===== src/sv/fpmmu_pkg.sv =====
// Shared types, constants and helper functions for the flash page mapping table.
// Used by fpmmu_regs and flash_page_mmu_table_core; depends on nothing.
package fpmmu_pkg;

    localparam int ENTRIES = 512;
    localparam int IDX_W   = (ENTRIES > 1) ? $clog2(ENTRIES) : 1;
    localparam int PIDX_W  = 12;
    localparam int APB_ADDR_W = 5;
    localparam int REG_IDX_W  = 3;

    localparam logic [31:0] ENTRIES_W32 = 32'(ENTRIES);

    // Commands
    localparam logic [1:0] CMD_READ  = 2'd0;
    localparam logic [1:0] CMD_WRITE = 2'd1;
    localparam logic [1:0] CMD_XLATE = 2'd2;

    // Register indexes (byte address = 4 * index)
    localparam logic [REG_IDX_W-1:0] REG_ENTRY_BASE  = 3'd0;
    localparam logic [REG_IDX_W-1:0] REG_PAGE_SHIFT  = 3'd1;
    localparam logic [REG_IDX_W-1:0] REG_PHYS_MASK   = 3'd2;
    localparam logic [REG_IDX_W-1:0] REG_INV_MASK    = 3'd3;
    localparam logic [REG_IDX_W-1:0] REG_PSRAM_MASK  = 3'd4;
    localparam logic [REG_IDX_W-1:0] REG_FLASH_DSIZE = 3'd5;
    localparam logic [REG_IDX_W-1:0] REG_FLASH_ISIZE = 3'd6;
    localparam logic [REG_IDX_W-1:0] REG_PSRAM_SIZE  = 3'd7;

    // Reset values
    localparam logic [31:0] RST_ENTRY_BASE  = 32'd0;
    localparam logic [4:0]  RST_PAGE_SHIFT  = 5'd16;
    localparam logic [31:0] RST_PHYS_MASK   = 32'd255;
    localparam logic [31:0] RST_INV_MASK    = 32'd256;
    localparam logic [31:0] RST_PSRAM_MASK  = 32'd32768;
    localparam logic [31:0] RST_FLASH_DSIZE = 32'd4194304;
    localparam logic [31:0] RST_FLASH_ISIZE = 32'd4194304;
    localparam logic [31:0] RST_PSRAM_SIZE  = 32'd0;

    localparam logic [4:0] SHIFT_MIN = 5'd12;
    localparam logic [4:0] SHIFT_MAX = 5'd24;

    typedef struct packed {
        logic [31:0] entry_base;
        logic [4:0]  page_shift;
        logic [31:0] phys_page_mask;
        logic [31:0] invalid_bit_mask;
        logic [31:0] psram_bit_mask;
        logic [31:0] flash_data_size;
        logic [31:0] flash_insn_size;
        logic [31:0] psram_size;
    } cfg_t;

    function automatic logic [4:0] eff_shift(input logic [4:0] sh);
        logic [4:0] r;
        r = sh;
        if (sh < SHIFT_MIN) r = SHIFT_MIN;
        if (sh > SHIFT_MAX) r = SHIFT_MAX;
        return r;
    endfunction

    // Whole page [base, base + psize) lies inside [0, size)
    function automatic logic fits(input logic [31:0] base, input logic [31:0] psize,
                                  input logic [31:0] size);
        return (base <= size) && (psize <= (size - base));
    endfunction

endpackage


===== src/sv/fpmmu_regs.sv =====
// APB-style configuration register file of the flash page mapping table.
// Depends on fpmmu_pkg for the register map, reset values and cfg_t.
module fpmmu_regs (
    input  logic                              aclk,
    input  logic                              aresetn,
    input  logic                              psel,
    input  logic                              penable,
    input  logic                              pwrite,
    input  logic [fpmmu_pkg::APB_ADDR_W-1:0]  paddr,
    input  logic [31:0]                       pwdata,
    output logic [31:0]                       prdata,
    output logic                              pready,
    output fpmmu_pkg::cfg_t                   cfg
);

    fpmmu_pkg::cfg_t                    cfg_reg;
    logic [fpmmu_pkg::REG_IDX_W-1:0]    reg_idx;
    logic                               wr_en;

    assign reg_idx = paddr[fpmmu_pkg::APB_ADDR_W-1:2];
    assign wr_en   = psel && penable && pwrite;
    assign pready  = 1'b1;
    assign cfg     = cfg_reg;

    always_ff @(posedge aclk) begin
        if (!aresetn) begin
            cfg_reg.entry_base       <= fpmmu_pkg::RST_ENTRY_BASE;
            cfg_reg.page_shift       <= fpmmu_pkg::RST_PAGE_SHIFT;
            cfg_reg.phys_page_mask   <= fpmmu_pkg::RST_PHYS_MASK;
            cfg_reg.invalid_bit_mask <= fpmmu_pkg::RST_INV_MASK;
            cfg_reg.psram_bit_mask   <= fpmmu_pkg::RST_PSRAM_MASK;
            cfg_reg.flash_data_size  <= fpmmu_pkg::RST_FLASH_DSIZE;
            cfg_reg.flash_insn_size  <= fpmmu_pkg::RST_FLASH_ISIZE;
            cfg_reg.psram_size       <= fpmmu_pkg::RST_PSRAM_SIZE;
        end else if (wr_en) begin
            unique case (reg_idx)
                fpmmu_pkg::REG_ENTRY_BASE:  cfg_reg.entry_base       <= pwdata;
                fpmmu_pkg::REG_PAGE_SHIFT:  cfg_reg.page_shift       <= pwdata[4:0];
                fpmmu_pkg::REG_PHYS_MASK:   cfg_reg.phys_page_mask   <= pwdata;
                fpmmu_pkg::REG_INV_MASK:    cfg_reg.invalid_bit_mask <= pwdata;
                fpmmu_pkg::REG_PSRAM_MASK:  cfg_reg.psram_bit_mask   <= pwdata;
                fpmmu_pkg::REG_FLASH_DSIZE: cfg_reg.flash_data_size  <= pwdata;
                fpmmu_pkg::REG_FLASH_ISIZE: cfg_reg.flash_insn_size  <= pwdata;
                fpmmu_pkg::REG_PSRAM_SIZE:  cfg_reg.psram_size       <= pwdata;
                default: ;
            endcase
        end
    end

    always_comb begin
        unique case (reg_idx)
            fpmmu_pkg::REG_ENTRY_BASE:  prdata = cfg_reg.entry_base;
            fpmmu_pkg::REG_PAGE_SHIFT:  prdata = 32'(cfg_reg.page_shift);
            fpmmu_pkg::REG_PHYS_MASK:   prdata = cfg_reg.phys_page_mask;
            fpmmu_pkg::REG_INV_MASK:    prdata = cfg_reg.invalid_bit_mask;
            fpmmu_pkg::REG_PSRAM_MASK:  prdata = cfg_reg.psram_bit_mask;
            fpmmu_pkg::REG_FLASH_DSIZE: prdata = cfg_reg.flash_data_size;
            fpmmu_pkg::REG_FLASH_ISIZE: prdata = cfg_reg.flash_insn_size;
            fpmmu_pkg::REG_PSRAM_SIZE:  prdata = cfg_reg.psram_size;
            default:                    prdata = 32'd0;
        endcase
    end

endmodule


===== config.mk =====
export PLATFORM = sky130hd
export DESIGN_NAME = fpmmu_regs
export DESIGN_NICKNAME = d
export VERILOG_FILES = /design/src/sv/fpmmu_pkg.sv /design/src/sv/fpmmu_regs.sv
export SDC_FILE = /design/constraint.sdc
export NUM_CORES = 1
export LEC_CHECK = 0
export BUFFER_PORTS_ARGS = -buffer_cell sky130_fd_sc_hd__buf_2
export CAP_MARGIN = 10
export CELL_PAD_IN_SITES_DETAIL_PLACEMENT = 0
export CELL_PAD_IN_SITES_GLOBAL_PLACEMENT = 1
export CORE_AREA = 5 5 172 174
export DETAILED_ROUTE_END_ITERATION = 10
export DIE_AREA = 0 0 177 179
export HOLD_SLACK_MARGIN = 0.1
export PLACE_DENSITY_LB_ADDON = 0.1
export SLEW_MARGIN = 20
export SYNTH_ARGS = -nofsm -noshare
export SYNTH_HDL_FRONTEND = slang
export SYNTH_SLANG_ARGS = --single-unit

===== constraint.sdc =====
create_clock -name aclk -period 1.9 [get_ports aclk]
set_input_delay 0.19 -clock aclk [delete_from_list [all_inputs] [get_ports aclk]]
set_output_delay 0.19 -clock aclk [all_outputs]
set_load 0.05 [all_outputs]

======== Yosys cells after proc, flatten, opt, wreduce, memory -nomap -nowiden ========
Cells that the tools add are included.
cells by class
  add/sub/neg operators ................... 0
  $mul .................................... 0
  divide/modulo/power cells ............... 0
  $lt $le $gt $ge ......................... 0
  equality and inequality tests ........... 7
  shifts and indexed selects .............. 0
  mux-type cells .......................... 1
  bitwise logic cells ..................... 0
  reduce and logical (&&, ||, !) cells .... 11
operators with widths
  kind                number
  $pmux 32 s8         1
  $reduce_and 2->1    8
  $eq 3x3->1 const B  4
  $eq 3x2->1 const B  2
  $eq 3x1->1 const B  1
  $logic_not 3->1     1
  $logic_and 1x1->1   2
word-level totals
  register bits ........................... 229
  latch bits .............................. 0
  bits in writable memories ............... 0
  memory bits (read-only) ................. 0
  input bits .............................. 42
  output and inout bits ................... 262
  word-level logic and storage cells ...... 27
  memories ................................ 0

======== Longest topological paths before layout ========
  depth after elaboration ................. 3
  mapped depth ............................ 7
  gate-level depth less buffers ........... 4

======== Worst setup path before layout ========
Ideal clock, no wire load.
  path kind ............................... register to output
  from .................................... reg cfg_reg, in the netlist cfg[17]
  to ...................................... out prdata[17]
  arrival ................................. 2.160 ns
  required time ........................... 1.710 ns
  slack ................................... -0.450 ns
  cell stages (with the launch flop) ...... 4
  buffers on the path ..................... 0
  path through ............................ dfxtp_1 mux2_2 a221oi_1 a211oi_1
between the ends
  cells in the longest elaborated chain, start to end .. 1
ends and longest elaborated chain
  item             line              RTL
  start, declared  fpmmu_regs.sv:16  fpmmu_pkg::cfg_t cfg_reg;
  $pmux 32 s8      fpmmu_regs.sv:51  unique case (reg_idx)
  end, declared    fpmmu_regs.sv:11  output logic [31:0] prdata,
No other way between the ends.

======== Worst setup path in the final report ========
  from .................................... reg cfg_reg, in the netlist cfg[31]
  to ...................................... out prdata[31]
The elaborated chain is that of the path after synthesis.

==> results.cfg <==
[clocking]
cts.htree.levels = 1
numCtsBuffers = 27
cts_sinks = 229
cts_tree = yes
clockBufferDepth = 3
clkSlewWorstSetupHoldPaths_ns = 0.06
clk_latency_ns = 0.53
clockRootBuffer = clkbuf_16

[route]
drt_pass1_iterations = 7
wl_per_cell_um = 21.3
drtAntennaViolNets = 0
wirelength_um = 43700
vias_per_cell = 5.22
first_iter_violations = 802
num_vias = 10700
drc = 0

[grt]
grt_overflow_total = 0
grt_pass1_vias = 10300
grt_max_degree = 80
antenna_found_initial = 1
grt_pass1_wl_um = 64400
grt_usage_pct = 26.4

[pwr]
p_leak_nw = 6.12
p_sw_w = 0.00292
p_per_area_nw_per_um2 = 767
ir_drop_uv = 517
power.internal_w = 0.00822
power_w = 0.0111
sequentialPowerShare_pct = 43.7
netSwitchingFraction_pct = 26.2
p_clk_share_pct = 44.4
combPwrFrac_pct = 11.9

[cells_and_area]
largest_reg_flops = 229
layout_common_cells = nand2_1, buf_2, dfxtp_1
num_antenna_cells = 0
final_common_cell = nand2_1
layoutNonFillerInstCount = 2049
fin_nets = 1699
syn_to_final_growth_pct = 39.0
drive_gt1_share_pct = 32.8
fillers = 2729

[floorplanning]
die_area_um2 = 31700
die_x_um = 177
die_y_um = 179
rows = 61
design.portCount = 304
initial_core_util_pct = 37.8
core_area_um2 = 27600

[sta]
slew_headroom_pct = 49.7
setup_viol = 14
max_freq_mhz = 479
rsz0062_at_grt = yes
finClkSkew_ns = 0
finalCritPeriodShare_pct = 110
tightest_slew_ns = 0.753
fin_hold_ws_ns = 0.336
period_needed_ns = 2.09
fin_ws_ns = -0.187
hold_violations = 0
timing.final.max_slew_violations = 0

[yosys]
synth_seq_cells = 229
synth_cell_types = 41
ys_seq_area_share_pct = 43.9
synth_area_um2 = 10400
ys_warn_count = 0
syn_area_per_cell_um2 = 8.01
ys.flop_type = dfxtp_1
synth_nets = 1347
synth_edf_count = 0
async_flop_share_pct = 0
netlist_instances = 1305
synth.top_cells.by_area = dfxtp_1, nand2_1, a21boi_1
synth_top_area_share_pct = 43.9
synth_top_cell_by_area = dfxtp_1

[place]
gp_congestion = 0.848
place_inst = 1953
hpwl_um = 29300
place.port_buffers = 300

[worst_setup_path]
crit_type = reg -> out
critPathRequiredTime_ns = 1.71
cp.arrival_ns = 1.90
start_kind = register
end_kind = primary output
path_max_fanout = 3

[worst_hold_path]
min_path_type = in -> reg

[flow_run]
drv_cap = 0

[status]
outcome = finished, violations left
violations = setup timing
[cells by family (layout without fill, tap and decap cells)]
family | Yosys count | in the layout | share of synthesized area [%]
other | 1 | 1 | 0.0359
AOI/OAI and AO/OA | 351 | 351 | 24.9
muxes | 37 | 37 | 3.80
DFF | 229 | 229 | 43.9
buffers and inverters | 128 | 494 | 5.58
and+or+nand+nor | 559 | 559 | 21.8
[synthesized netlist by cell type, types with 9 or more instances]
cell type and instances:
nor2_1 39, a222oi_1 9, dfxtp_1 229, mux2_2 21
buf_2 55, inv_1 14, a22o_1 14, nand2_1 461
a211oi_1 13, a21oi_1 24, a22oi_1 18, a221oi_1 13
clkbuf_1 50, o21ai_0 14, a21boi_1 162, o22a_1 14
mux2i_1 16, o22ai_1 13, nor2b_1 33, a21boi_0 50
[layer usage]
layer / wire [µm] / part of all wire (%) / up-vias / global-route usage, %
met3: 3180 / 7.3 / 62 / 5.21
met5: 0 / 0 / - / 0
li1: - / - / 5098 / -
met2: 20500 / 47 / 393 / 45.0
met4: 944 / 2.2 / 0 / 6.32
met1: 19100 / 44 / 5153 / 34.7
[final timing paths]
| check | start | endpoint | slack [ns] | cells past startpoint |
|---|---|---|---|---|
| worst min-delay path | psel | cfg[196] | 0.34 | 5 |
| worst max-delay path | cfg[31] | prdata[31] | -0.19 | 5 |
| worst min register to register | cfg[36] | cfg[36] | 0.46 | 2 |
| worst max register to register | cfg[44] | cfg[44] | 1.18 | 2 |
[layout make-up]
type	count	area, µm²	area share [%]
sequential	229	4620	31.8
tap	378	473	3.26
timing repair buffer	436	3040	21.0
clock buffer	38	767	5.28
inverter	15	56.3	0.388
multi-input combinational	948	5500	37.9
clock inverter	5	53.8	0.371
[worst max-delay path, cell delays in order (launching register included)]
cell	delay, ns
dfxtp_2	0.33
mux2_2	0.26
a22o_1	0.18
a222oi_1	0.33
nor2_2	0.10
buf_6	0.17
[through the flow]
| stage | cell area (µm²) | setup WS [ns] | TNS (ns) | utilization, % |
|---|---|---|---|---|
| floorplan | 10500 | 0.0158 | 0 | - |
| global placement | 12900 | -0.0295 | -0.341 | 46.7 |
| detailed placement | 12900 | -0.0611 | -1.34 | 46.7 |
| CTS | 14400 | -0.246 | -1.60 | 52.1 |
| global route | 14500 | -0.246 | -2.13 | 52.5 |
| finish | 14500 | -0.187 | -1.01 | 52.5 |
[what timing repair did]
action / in CTS / in global routing
pin swaps: 18 / 23
buffers inserted: 19 / 1
endpoints found under the hold margin: 229 / 0
endpoints found under the setup margin: 29 / 32
cloned: 0 / 0
resized for setup: 75 / 42
hold buffers: 33 / 0
[power groups by stage]
stage / sequential (W) / combinational [W] / clock, W
6_report: 0.00487 / 0.00133 / 0.00494
5_1_grt: 0.00487 / 0.00140 / 0.00522
4_1_cts: 0.00487 / 0.00131 / 0.00504
3_5_place_dp: 0.00497 / 0.00120 / 0
3_3_place_gp: 0.00497 / 0.00120 / 0
2_1_floorplan: 0.00510 / 0.000594 / 0
(Power assumes the default switching activity.)
